`src/rtl/lcd_text_cursor_writer_defines.svh`:
```
// assertion macros for the character display text writer
`ifndef LCD_TEXT_CURSOR_WRITER_DEFINES_SVH
`define LCD_TEXT_CURSOR_WRITER_DEFINES_SVH

// same-cycle implication, checked out of reset
`define LTCW_ASSERT_NOW(lbl, ante, cons) \
  lbl: assert property (@(posedge clk_i) disable iff (!rst_ni) (ante) |-> (cons)) \
    else $error("ltcw assertion failed");

// next-cycle implication, checked out of reset
`define LTCW_ASSERT_NEXT(lbl, ante, cons) \
  lbl: assert property (@(posedge clk_i) disable iff (!rst_ni) (ante) |=> (cons)) \
    else $error("ltcw assertion failed");

`endif

```
`src/rtl/ltcw_pkg.sv`:
```
// types, constants and helpers for the character display text writer
package ltcw_pkg;

  localparam int unsigned ShadowDepth = 32;
  localparam int unsigned BurstMax    = 4;

  localparam logic       KindChar   = 1'b0;
  localparam logic       KindCursor = 1'b1;
  localparam logic       ByteCmd    = 1'b0;
  localparam logic       ByteData   = 1'b1;

  localparam logic [7:0]  SpaceChar = 8'h20;
  localparam logic [7:0]  CustomHi  = 8'hff;
  localparam logic [15:0] AsciiMax  = 16'h0080;

  typedef struct packed {
    logic        kind;
    logic [15:0] char_code;
    logic [3:0]  set_pos;
    logic [1:0]  set_line;
  } in_item_t;

  typedef struct packed {
    logic       is_data;
    logic [7:0] bus_byte;
    logic       last;
  } out_item_t;

  typedef struct packed {
    logic       is_data;
    logic [7:0] bus_byte;
  } burst_ent_t;

  // cursor is {line, pos}
  function automatic logic [7:0] word_cmd(input logic [5:0] cursor);
    logic [7:0] base;
    case (cursor[5:4])
      2'd0:    base = 8'h80;
      2'd1:    base = 8'h90;
      2'd2:    base = 8'h88;
      default: base = 8'h98;
    endcase
    return base | {5'b0, cursor[3:1]};
  endfunction

endpackage

```
`src/rtl/lcd_text_cursor_writer.sv`:
```
// the first result of a character item is registered and offered in the cycle after the item is accepted
// results leave one per cycle while the receiver does not stall; a character gives three or four, a cursor set none
// character items are bounded by the single result port draining the burst register;
// a cursor set item leaves no results pending, so it does not hold back the next item
// a new item is taken in the cycle the last result of the previous one is taken
// reset: cursor to line 0 position 0, shadow high bytes to spaces, no pending results
`include "lcd_text_cursor_writer_defines.svh"

module lcd_text_cursor_writer (
  input  logic                clk_i,
  input  logic                rst_ni,
  input  logic                in_valid_i,
  output logic                in_stall_o,
  input  ltcw_pkg::in_item_t  in_item_i,
  output logic                out_valid_o,
  input  logic                out_stall_i,
  output ltcw_pkg::out_item_t out_item_o
);

  logic [5:0] cursor_q, cursor_d;
  logic [7:0] shadow_q [ltcw_pkg::ShadowDepth];
  ltcw_pkg::burst_ent_t ent_q [ltcw_pkg::BurstMax];
  ltcw_pkg::burst_ent_t ent_d [ltcw_pkg::BurstMax];
  logic [2:0] cnt_q, cnt_d;
  logic [1:0] idx_q;

  logic       in_fire, out_fire, finishing, busy;
  logic       shw_we;
  logic [4:0] shw_addr;
  logic [7:0] shw_data;
  logic [15:0] glyph;
  logic [5:0] gcur;
  logic [7:0] code_lo;

  assign busy        = (cnt_q != 3'd0);
  assign out_valid_o = busy;
  assign finishing   = ({1'b0, idx_q} + 3'd1 == cnt_q);
  assign out_fire    = out_valid_o && !out_stall_i;
  assign in_stall_o  = busy && !(out_fire && finishing);
  assign in_fire     = in_valid_i && !in_stall_o;

  assign out_item_o.is_data  = ent_q[idx_q].is_data;
  assign out_item_o.bus_byte = ent_q[idx_q].bus_byte;
  assign out_item_o.last     = finishing;

  assign glyph   = (in_item_i.char_code[15:8] == ltcw_pkg::CustomHi) ?
                   ~in_item_i.char_code : in_item_i.char_code;
  assign gcur    = cursor_q + {5'b0, cursor_q[0]};
  assign code_lo = in_item_i.char_code[7:0];

  always_comb begin
    cursor_d = cursor_q;
    cnt_d    = 3'd0;
    shw_we   = 1'b0;
    shw_addr = cursor_q[5:1];
    shw_data = code_lo;
    for (int i = 0; i < ltcw_pkg::BurstMax; i++) begin
      ent_d[i] = '{is_data: ltcw_pkg::ByteData, bus_byte: ltcw_pkg::SpaceChar};
    end
    if (in_item_i.kind == ltcw_pkg::KindCursor) begin
      cursor_d = {in_item_i.set_line, in_item_i.set_pos};
    end else if (in_item_i.char_code > ltcw_pkg::AsciiMax) begin
      shw_we   = 1'b1;
      shw_addr = gcur[5:1];
      shw_data = glyph[15:8];
      cursor_d = cursor_q + (cursor_q[0] ? 6'd3 : 6'd2);
      if (cursor_q[0]) begin
        cnt_d    = 3'd4;
        ent_d[1] = '{is_data: ltcw_pkg::ByteCmd, bus_byte: ltcw_pkg::word_cmd(gcur)};
        ent_d[2] = '{is_data: ltcw_pkg::ByteData, bus_byte: glyph[15:8]};
        ent_d[3] = '{is_data: ltcw_pkg::ByteData, bus_byte: glyph[7:0]};
      end else begin
        cnt_d    = 3'd3;
        ent_d[0] = '{is_data: ltcw_pkg::ByteCmd, bus_byte: ltcw_pkg::word_cmd(gcur)};
        ent_d[1] = '{is_data: ltcw_pkg::ByteData, bus_byte: glyph[15:8]};
        ent_d[2] = '{is_data: ltcw_pkg::ByteData, bus_byte: glyph[7:0]};
      end
    end else begin
      cursor_d = cursor_q + 6'd1;
      ent_d[0] = '{is_data: ltcw_pkg::ByteCmd, bus_byte: ltcw_pkg::word_cmd(cursor_q)};
      if (cursor_q[0]) begin
        cnt_d    = 3'd4;
        ent_d[1] = '{is_data: ltcw_pkg::ByteCmd, bus_byte: ltcw_pkg::word_cmd(cursor_q)};
        ent_d[2] = '{is_data: ltcw_pkg::ByteData, bus_byte: shadow_q[cursor_q[5:1]]};
        ent_d[3] = '{is_data: ltcw_pkg::ByteData, bus_byte: code_lo};
      end else begin
        cnt_d    = 3'd3;
        shw_we   = 1'b1;
        ent_d[1] = '{is_data: ltcw_pkg::ByteData, bus_byte: code_lo};
      end
    end
  end

  always_ff @(posedge clk_i or negedge rst_ni) begin
    if (!rst_ni) begin
      cursor_q <= '0;
      cnt_q    <= '0;
      idx_q    <= '0;
      for (int i = 0; i < ltcw_pkg::ShadowDepth; i++) begin
        shadow_q[i] <= ltcw_pkg::SpaceChar;
      end
    end else if (in_fire) begin
      cursor_q <= cursor_d;
      cnt_q    <= cnt_d;
      idx_q    <= '0;
      if (shw_we) begin
        shadow_q[shw_addr] <= shw_data;
      end
    end else if (out_fire) begin
      if (finishing) begin
        cnt_q <= '0;
        idx_q <= '0;
      end else begin
        idx_q <= idx_q + 2'd1;
      end
    end
  end

  always_ff @(posedge clk_i) begin
    if (in_fire) begin
      for (int i = 0; i < ltcw_pkg::BurstMax; i++) begin
        ent_q[i] <= ent_d[i];
      end
    end
  end

  `LTCW_ASSERT_NOW(a_idx_in_burst, out_valid_o, {1'b0, idx_q} < cnt_q)
  `LTCW_ASSERT_NOW(a_last_is_data, out_valid_o && out_item_o.last, out_item_o.is_data)
  `LTCW_ASSERT_NEXT(a_char_gives_burst,
      in_fire && (in_item_i.kind == ltcw_pkg::KindChar),
      out_valid_o && (cnt_q == 3'd3 || cnt_q == 3'd4))
  `LTCW_ASSERT_NEXT(a_cursor_set_silent,
      in_fire && (in_item_i.kind == ltcw_pkg::KindCursor),
      !out_valid_o && (cursor_q == $past({in_item_i.set_line, in_item_i.set_pos})))

endmodule

```
`config.mk`:
```
export PLATFORM = sky130hd
export DESIGN_NAME = lcd_text_cursor_writer
export DESIGN_NICKNAME = d
export VERILOG_FILES = /design/src/rtl/ltcw_pkg.sv /design/src/rtl/lcd_text_cursor_writer.sv
export VERILOG_INCLUDE_DIRS = /design/src /design/src/rtl
export SDC_FILE = /design/constraint.sdc
export NUM_CORES = 1
export LEC_CHECK = 0
export BUFFER_PORTS_ARGS = -buffer_cell sky130_fd_sc_hd__buf_2
export CORE_UTILIZATION = 31
export DETAILED_ROUTE_END_ITERATION = 10
export PLACE_DENSITY = 0.47
export SLEW_MARGIN = 20
export SYNTH_ARGS = -nofsm -noshare
export SYNTH_HDL_FRONTEND = slang
export SYNTH_SLANG_ARGS = --single-unit
```
`constraint.sdc`:
```
create_clock -name clk_i -period 3.5 [get_ports clk_i]
set_input_delay 0.175 -clock clk_i [delete_from_list [all_inputs] [get_ports clk_i]]
set_output_delay 0.175 -clock clk_i [all_outputs]
set_load 0.02 [all_outputs]
```
* Yosys cells after proc, flatten, opt, wreduce, memory -nomap -nowiden
Memories as Yosys holds them, arrays and structs flattened.
Index checks and enable logic that the tools add are counted.
** Word-level totals
- Bits in registers :: 267
- Bits in writable memories :: 36
- Output and inout bits :: 12
- Word-level logic and storage cells :: 120
- Memories :: 1
** Cells by class
- Add/subtract/negate cells :: 5
- $lt $le $gt $ge :: 4
- Equality and inequality tests :: 6
- Mux-type cells :: 47
- Bitwise logic cells :: 7
- Reductions and logical operators :: 15
** Memory list
- ent_q :: words 4, width 9, read ports 1, clocked after Yosys merged registers in 0, wr ports 4, RTL line lcd_text_cursor_writer.sv:22 : ltcw_pkg::burst_ent_t ent_q [ltcw_pkg::BurstMax];
** Operators with widths (count)
- 256-bit bitwise mux :: 1
- 8-bit two-way mux :: 17
- 36-bit two-way mux :: 2
- 8-bit binary-select mux with 5-bit select :: 1
- 8-bit demux with 5-bit select :: 1
- 8-bit by 3-bit OR with 8-bit output :: 4
- 5-bit case mux with 3 select lines :: 2
- 18-bit two-way mux :: 1
- 9-bit two-way mux :: 2
- 17-bit two-way mux :: 1
- 16-bit by 8-bit > comparator with 1-bit output, second input constant :: 1
- 16-bit two-way mux :: 1
- 16-bit inverter :: 1
- 3-bit two-way mux :: 5
- 6-bit >= comparator, second input constant :: 2
- 6-bit two-way mux :: 2
- 5-bit inverter with 6-bit output :: 2
- 5-bit two-way mux :: 2
- 8-bit == test, second input constant :: 1
- 6-bit by 1-bit adder with 6-bit output :: 1
- 6-bit by 1-bit adder with 6-bit output, second input constant :: 1
- 6-bit by 2-bit adder with 6-bit output :: 1
- 6-bit by 1-bit less-than comparator with 1-bit output, second input constant :: 1
- 1-bit two-way mux :: 6
- other kinds (12) :: 25

* Depth between registers and ports, before layout
Gate-level depths: netlist (run 1).
- Depth in word-level cells :: 10
- Depth in mapped cells :: 11
- Gate-level depth less buffers :: 10

* Worst setup path before layout (run 1)
OpenSTA, ideal clock, no wires.
- Path type :: register to register
- Start :: reg idx_q[1]
- End :: reg shadow_q[200] in the netlist's numbering
- Library setup time :: 0.125 ns
- Arrival :: 3.010 ns
- Required time :: 3.375 ns
- Slack :: 0.366 ns
- Cell stages (with the launch flop) :: 12
- Buffers on the path :: 3
- Period minus slack after synthesis :: 3.134 ns
- Cells stage by stage :: dfrtp_1 ha_1 or3b_2 a21oi_1 o21ai_1 a211o_1 buf_2 or2_0 clkbuf_1 or3_1 buf_2 mux2_2
** Between the ends
- Longest elaborated chain between the ends :: 8
** RTL lines
- from (decl) :: RTL line lcd_text_cursor_writer.sv:25 : logic [1:0] idx_q;
- from (signal assigned) :: RTL line lcd_text_cursor_writer.sv:114 : idx_q <= idx_q + 2'd1;
- 2-bit by 1-bit adder with 3-bit output :: RTL line lcd_text_cursor_writer.sv:37 : assign finishing = ({1'b0, idx_q} + 3'd1 == cnt_q);
- 3-bit == test :: RTL line lcd_text_cursor_writer.sv:37
- 1-bit logical AND :: RTL line lcd_text_cursor_writer.sv:39 : assign in_stall_o = busy && !(out_fire && finishing);
- 1-bit zero test :: RTL line lcd_text_cursor_writer.sv:39
- 1-bit logical AND :: RTL line lcd_text_cursor_writer.sv:39
- 1-bit zero test :: RTL line lcd_text_cursor_writer.sv:40 : assign in_fire = in_valid_i && !in_stall_o;
- 1-bit logical AND :: RTL line lcd_text_cursor_writer.sv:40
- 2-bit AND reduction (no line)
- to (signal, indexed assignment) :: RTL line lcd_text_cursor_writer.sv:100 : shadow_q[i] <= ltcw_pkg::SpaceChar;
- to (signal, indexed assignment) :: RTL line lcd_text_cursor_writer.sv:107 : shadow_q[shw_addr] <= shw_data;
- to (decl) :: RTL line lcd_text_cursor_writer.sv:21 : logic [7:0] shadow_q [ltcw_pkg::ShadowDepth];
Every way passes these cells.
A chain may end at the register's enable or synchronous reset.

* Worst setup path in the final report (run 1)
- Start :: reg idx_q[0]
- End :: reg shadow_q[203] in the netlist's numbering
The elaborated chain is that of the path after synthesis.

==> results.toml, run 1 <==
[outcome]
run_status = "finished with violations"
violations = "design-rule violations"

[finish]
layout.cells.most_common = "sky130_fd_sc_hd__mux2_2"
n_antenna_cell = 0
mostFrequentLayoutCells = "241 x sky130_fd_sc_hd__mux2_2, 232 x sky130_fd_sc_hd__dfrtp_1, 87 x sky130_fd_sc_hd__mux4_2"
synthToLayoutAreaGrowth_pct = 16.9
drive_above_1_share_pct = 51.6
stdcell_area_um2 = 17300
final_nets = 1109

[die]
io-pin-count = 39
start_util_pct = 31.6
die_w_um = 220
core-area_um2 = 46800
row_cnt = 79
die_area_um2 = 48500
die_y_um = 220

[pwr]
leak_pwr_uw = 0.00765
design_power_total_uw = 13300
ir_worst_vdd_uv = 334
power_per_cell_area_nw_per_um2 = 773

[worst_setup_path]
critical_path_arrival_ns = 3.71
critical_path.endpoint_type = "flop"
worst_ep_required_time_ns = 3.91
crit_path_start_kind = "flop"
crit_path_max_fanout = 8
critical_path_class = "reg2reg"

[clock_network]
path_clk_slew_ns = 0.06
library_cell_used_as_clock_root_buffer = "sky130_fd_sc_hd__clkbuf_16"
numClockSinks = 298
cts.path.max_buffers = 3
tritoncts.num_buffers = 34
tritoncts = "done"
h-tree-depth = 2
insertion_delay_ns = 0.52
cts_setup_buffers = 0

[grt]
largest_net_degree_at_the_start_of_global_routing = 92
grt_first_pass_wirelength_mm = 58.9
via_count_of_the_first_global_routing_pass = 9114
grt_antenna_before_repair = 0
total_grt_usage_pct = 16.2
grt_overflow_total = 0

[timing]
fin_worst_skew_ns = 0.0129
grt_setup_unrepaired = "false"
report.final.setup_viol = 0
timing.slew.headroom_pct = 31.1
fin_setup_tns_ns = 0
post-route-period-util_pct = 94.4
max_slew.worst_pin.slew_ns = 1.03
finalCriticalPeriod_ns = 3.30
hold_slack_ns = 0.0331
timing.final.hold_violations = 0
drv_slew = 0
achievable-frequency_ghz = 0.303

[synthesis]
post_synth_inst_count = 1007
synth_largest_area_cell = "sky130_fd_sc_hd__dfrtp_1"
yosys.area.top_type_share_pct = 39.7
postSynthNetCount = 1039
synth_enable_flop_cells = 32
synth_warnings = 0
synth-seq-area-share_pct = 51.9
netlist_area_um2 = 14800
synth.ff_latch_count = 298
synth.area.top_cells = "sky130_fd_sc_hd__dfrtp_1 40%, sky130_fd_sc_hd__mux2_2 18%, sky130_fd_sc_hd__mux4_2 13%, sky130_fd_sc_hd__edfxtp_1 6.5%, sky130_fd_sc_hd__dfstp_2 5.7%"
ys_async_sr_fraction_pct = 89.3
syn_avg_cell_area_um2 = 14.7
synth-main-ff-cell = "sky130_fd_sc_hd__dfrtp_1"
post_synth_num_cell_types = 73

[job]
max_cap_violations = 0

[placement]
placement.io_buffers = 38
placed_cell_area_um2 = 16100
dp.final_hpwl_mm = 25.2
place.gp.congestion = 0.810

[route]
routed_wirelength_mm = 37.8
routedWlPerCell_um = 22.1
route.detailed.vias_per_inst = 5.17
drt_pre_antenna_iters = 8
detail_route.iter0.violations = 618
ant_nets = 0
remaining_drc_errors = 8
via_count = 8835

[worst_hold_path]
worstHoldPathType = "in2reg"
power breakdown:
group          internal (µW)  switching [µW]  total, µW  leakage (µW)
clock network           2130            1440       3570      0.000553
logic                   2260            2370       4630       0.00327
registers               4610             525       5130       0.00383
cells by family after synthesis:
logic type | Yosys count | synth area share [%]
multiplexers | 356 | 34.1
flip-flops | 298 | 51.9
AND/OR/NAND/NOR | 151 | 5.92
AO/OA/AOI/OAI | 94 | 4.21
buffers and inverters | 87 | 2.42
XOR/XNOR | 16 | 0.950
adder cells (fa/ha/maj) | 5 | 0.475
path summary, 6_finish.rpt:
check                                          start                   endpoint  slack [ns]  cells past startpoint
setup / recovery                idx_q[0]$_DFFE_PN0P_  shadow_q[203]$_DFFE_PN0P_        0.20                      8
hold / removal                          in_item_i[2]    cursor_q[0]$_DFFE_PN0P_        0.03                      3
setup reg to reg                idx_q[0]$_DFFE_PN0P_  shadow_q[203]$_DFFE_PN0P_        0.20                      8
hold reg to reg            shadow_q[199]$_DFFE_PN0P_  shadow_q[199]$_DFFE_PN0P_        0.50                      1
max in group asynchronous                     rst_ni  shadow_q[196]$_DFFE_PN0P_        2.29                      3
min in group asynchronous                     rst_ni  shadow_q[179]$_DFFE_PN0P_        0.29                      2
synthesized netlist by cell type, types with 4 or more instances:
cell type                  number
sky130_fd_sc_hd__ha_1           4
sky130_fd_sc_hd__or3_1          5
sky130_fd_sc_hd__and2_1         5
sky130_fd_sc_hd__mux4_2        87
sky130_fd_sc_hd__nor2_2         6
sky130_fd_sc_hd__a211oi_1       6
sky130_fd_sc_hd__nor2_1        40
sky130_fd_sc_hd__o21ai_0       22
sky130_fd_sc_hd__dfrtp_1      234
sky130_fd_sc_hd__edfxtp_1      32
sky130_fd_sc_hd__mux2i_1       11
sky130_fd_sc_hd__a221oi_1       5
sky130_fd_sc_hd__buf_1         12
sky130_fd_sc_hd__clkbuf_1      55
sky130_fd_sc_hd__xor2_1         9
sky130_fd_sc_hd__xnor2_1        7
sky130_fd_sc_hd__nor3_2         7
sky130_fd_sc_hd__nand2_1       43
sky130_fd_sc_hd__nor3_1         8
sky130_fd_sc_hd__nand3_1        4
sky130_fd_sc_hd__o22ai_1        8
sky130_fd_sc_hd__dfstp_2       32
sky130_fd_sc_hd__a21oi_1       22
sky130_fd_sc_hd__inv_1         11
sky130_fd_sc_hd__mux2_2       241
sky130_fd_sc_hd__mux2_4        16
state kept, by name (all words and copies together) (netlist names):
name and cells:
cnt_q 2, shadow_q 256, ent_q 32, idx_q 2
cursor_q 6
stage by stage:
stage	setup slack [ns]	cells	utilization [%]
finish	0.196	1710	36.9
global route	0.00851	1710	36.9
CTS	0.143	1710	36.9
detailed placement	0.159	1641	34.3
global placement	0.153	1641	34.3
floorplan	0.366	1007	-
layout make-up:
cell class / instances / area [µm²]
Sequential cell: 298 / 7660
Multi-Input combinational cell: 622 / 6790
Tap cell: 607 / 759
Clock inverter: 10 / 126
Clock buffer: 52 / 1000
Inverter: 13 / 48.8
Timing Repair Buffer: 108 / 868
Fill cell: 4407 / 29500
routing by layer:
layer  routed length (µm)  global-route usage (%)
met1                18300                    23.8
met2                17700                    25.5
met4                  515                    3.36
met3                 1310                    2.10
met5                    0                       0
timing repair:
| item | in CTS | in global routing |
|---|---|---|
| endpoints found under the setup margin | 0 | 8 |
| endpoints found under the hold margin | 81 | 0 |
| hold buffers | 7 | 0 |
| resized for setup | 0 | 1 |
worst max-delay path: stages (launching register included):
cell and delay [ns]:
sky130_fd_sc_hd__dfrtp_1 0.38, sky130_fd_sc_hd__ha_1 0.35, sky130_fd_sc_hd__or3b_2 0.47, sky130_fd_sc_hd__a21oi_1 0.18, sky130_fd_sc_hd__o21ai_1 0.18, sky130_fd_sc_hd__a211o_1 0.30
sky130_fd_sc_hd__or2_0 0.40, sky130_fd_sc_hd__or3_1 0.61, sky130_fd_sc_hd__mux2_2 0.33
No activity file was read; power rests on OpenSTA's default activity.
==> run 2: changes to the inputs <==
--- a/config.mk
+++ b/config.mk
@@ -7,9 +7,9 @@
 export NUM_CORES = 1
 export LEC_CHECK = 0
 export BUFFER_PORTS_ARGS = -buffer_cell sky130_fd_sc_hd__buf_2
-export CORE_UTILIZATION = 31
+export CORE_UTILIZATION = 45
 export DETAILED_ROUTE_END_ITERATION = 10
-export PLACE_DENSITY = 0.47
+export PLACE_DENSITY = 0.63
 export SLEW_MARGIN = 20
 export SYNTH_ARGS = -nofsm -noshare
 export SYNTH_HDL_FRONTEND = slang
==> constraint.sdc (replaced) <==
create_clock -name clk_i -period 3.35 [get_ports clk_i]
set_input_delay 0.1675 -clock clk_i [delete_from_list [all_inputs] [get_ports clk_i]]
set_output_delay 0.1675 -clock clk_i [all_outputs]
set_load 0.02 [all_outputs]
==> results.toml, run 2 (same netlist as run 1, synthesis figures left out) <==
[route]
route.detailed.vias_per_inst = 5.77
routed_wirelength_mm = 34.6
drt_pre_antenna_iters = 6
ant_nets = 0
via_count = 8909
remaining_drc_errors = 0
routedWlPerCell_um = 22.4
detail_route.iter0.violations = 493

[die]
die_w_um = 183
die_y_um = 183
io-pin-count = 39
row_cnt = 65
die_area_um2 = 33500
start_util_pct = 46.3
core-area_um2 = 31900

[timing]
fin_worst_skew_ns = 0.00775
grt_setup_unrepaired = "false"
report.final.setup_viol = 0
timing.slew.headroom_pct = 29.1
timing.final.hold_violations = 0
max_slew.worst_pin.slew_ns = 1.06
post-route-period-util_pct = 95.0
finalCriticalPeriod_ns = 3.18
achievable-frequency_ghz = 0.314
drv_slew = 0
fin_setup_tns_ns = 0

[finish]
stdcell_count = 1543
largest_register_ffs = 256
synthToLayoutAreaGrowth_pct = 15.4
fill_count = 2624
final_nets = 1114
stdcell_area_um2 = 17000
drive_above_1_share_pct = 52.2
mostFrequentLayoutCells = "241 x sky130_fd_sc_hd__mux2_2, 232 x sky130_fd_sc_hd__dfrtp_1, 87 x sky130_fd_sc_hd__mux4_2"
biggestRegsByFlops = "shadow_q (256), ent_q (32), cursor_q (6)"
layout.cells.most_common = "sky130_fd_sc_hd__mux2_2"
registers.top_by_ff_count = "shadow_q"

[grt]
grt_overflow_total = 0
largest_net_degree_at_the_start_of_global_routing = 106
grt_first_pass_wirelength_mm = 55.4
total_grt_usage_pct = 21.7
via_count_of_the_first_global_routing_pass = 9184
grt_antenna_before_repair = 1

[pwr]
leak_pwr_uw = 0.00765
ir_worst_vdd_uv = 373
power_per_cell_area_nw_per_um2 = 810
design_power_total_uw = 13800

[clock_network]
tritoncts.num_buffers = 31
numClockSinks = 298
cts_setup_buffers = 0
cts.path.max_buffers = 3
path_clk_slew_ns = 0.06
h-tree-depth = 1
tritoncts = "done"
insertion_delay_ns = 0.56
library_cell_used_as_clock_root_buffer = "sky130_fd_sc_hd__clkbuf_16"

[placement]
placement.io_buffers = 38
place.gp.congestion = 0.866
number_of_cells_after_detailed_placement = 1474
dp.final_hpwl_mm = 23.0
placed_cell_area_um2 = 15800

[worst_setup_path]
ordered_cell_list_for_the_critical_path = "ha_1 > or3b_2 > a21oi_1 > o21ai_2 > a211o_1 > buf_4 > nand2b_1 > nor3b_2 > buf_4 > mux2_2"
worst_ep_required_time_ns = 3.79
r2r_setup_slack_ns = 0.17
critical_path.endpoint_type = "flop"
crit_path_start_kind = "flop"
cp_slowest_cell = "sky130_fd_sc_hd__or3b_2"
crit_path_max_fanout = 8
max_stage_delay_ns = 0.47
critical_path_class = "reg2reg"
critical_path_arrival_ns = 3.62
path_common_cell = "sky130_fd_sc_hd__buf_4"

[job]
max_cap_violations = 0

[outcome]
run_status = "complete, no violations"

[worst_hold_path]
worstHoldPathType = "in2reg"
run 2: area by class of cell:
type | instances | area (µm²) | area share, %
Antenna cell | 1 | 2.50 | 0.0147
Clock buffer | 45 | 898 | 5.28
Clock inverter | 13 | 198 | 1.16
Inverter | 13 | 48.8 | 0.287
Multi-Input combinational cell | 622 | 6820 | 40.1
Sequential cell | 298 | 7660 | 45.0
Tap cell | 435 | 544 | 3.20
Timing Repair Buffer | 116 | 848 | 4.98
run 2: where the power goes:
| group | total [µW] | leakage, µW | internal, µW | switching, µW |
|---|---|---|---|---|
| logic | 4810 | 0.00328 | 2360 | 2450 |
| registers | 5340 | 0.00383 | 4810 | 532 |
| clock network | 3650 | 0.000540 | 2240 | 1410 |
run 2: stage by stage:
| step | utilization [%] | hold slack, ns | worst slack (ns) |
|---|---|---|---|
| floorplan | - | -0.128 | 0.216 |
| global placement | 49.6 | 0.269 | 0.0685 |
| detailed placement | 49.6 | 0.272 | 0.0156 |
| CTS | 53.3 | 0.0176 | 0.00661 |
| global route | 53.4 | 0.0471 | 0.0118 |
| finish | 53.4 | 0.0412 | 0.168 |
run 2: per-layer routing:
metal | track usage (%) | vias up | share of wire, %
met5 | 0 | - | 0
met4 | 5.20 | 0 | 2.1
met3 | 3.30 | 46 | 4.4
met2 | 33.7 | 207 | 46
met1 | 32.0 | 4718 | 47
li1 | - | 3938 | -
run 2: worst max-delay path: cells and delay by family, from the launching register on:
kind | cells | cell delay, ns
buffers and inverters | 2 | 0.40
flip-flops | 1 | 0.38
multiplexers | 1 | 0.36
adder cells (fa/ha/maj) | 1 | 0.35
AND/OR/NAND/NOR | 3 | 0.93
AO/OA/AOI/OAI | 3 | 0.64
run 2: worst paths after layout:
| check | from | end | cells after the start |
|---|---|---|---|
| worst min-delay path | in_item_i[12] | ent_q[1][6]$_SDFFCE_PP0P_ | 3 |
| worst min register to register | shadow_q[142]$_DFFE_PN0P_ | shadow_q[142]$_DFFE_PN0P_ | 1 |
| worst max register to register | idx_q[0]$_DFFE_PN0P_ | shadow_q[65]$_DFFE_PN0P_ | 10 |
| max in group asynchronous | rst_ni | shadow_q[29]$_DFFE_PN1P_ | 3 |
| min in group asynchronous | rst_ni | shadow_q[186]$_DFFE_PN0P_ | 2 |
| worst max-delay path | idx_q[0]$_DFFE_PN0P_ | shadow_q[65]$_DFFE_PN0P_ | 10 |
run 2: timing repair:
| item | in CTS | in global routing |
|---|---|---|
| hold buffers | 10 | 0 |
| endpoints found under the hold margin | 97 | 0 |
| gates resized for setup | 0 | 5 |
| endpoints found under the setup margin | 0 | 64 |
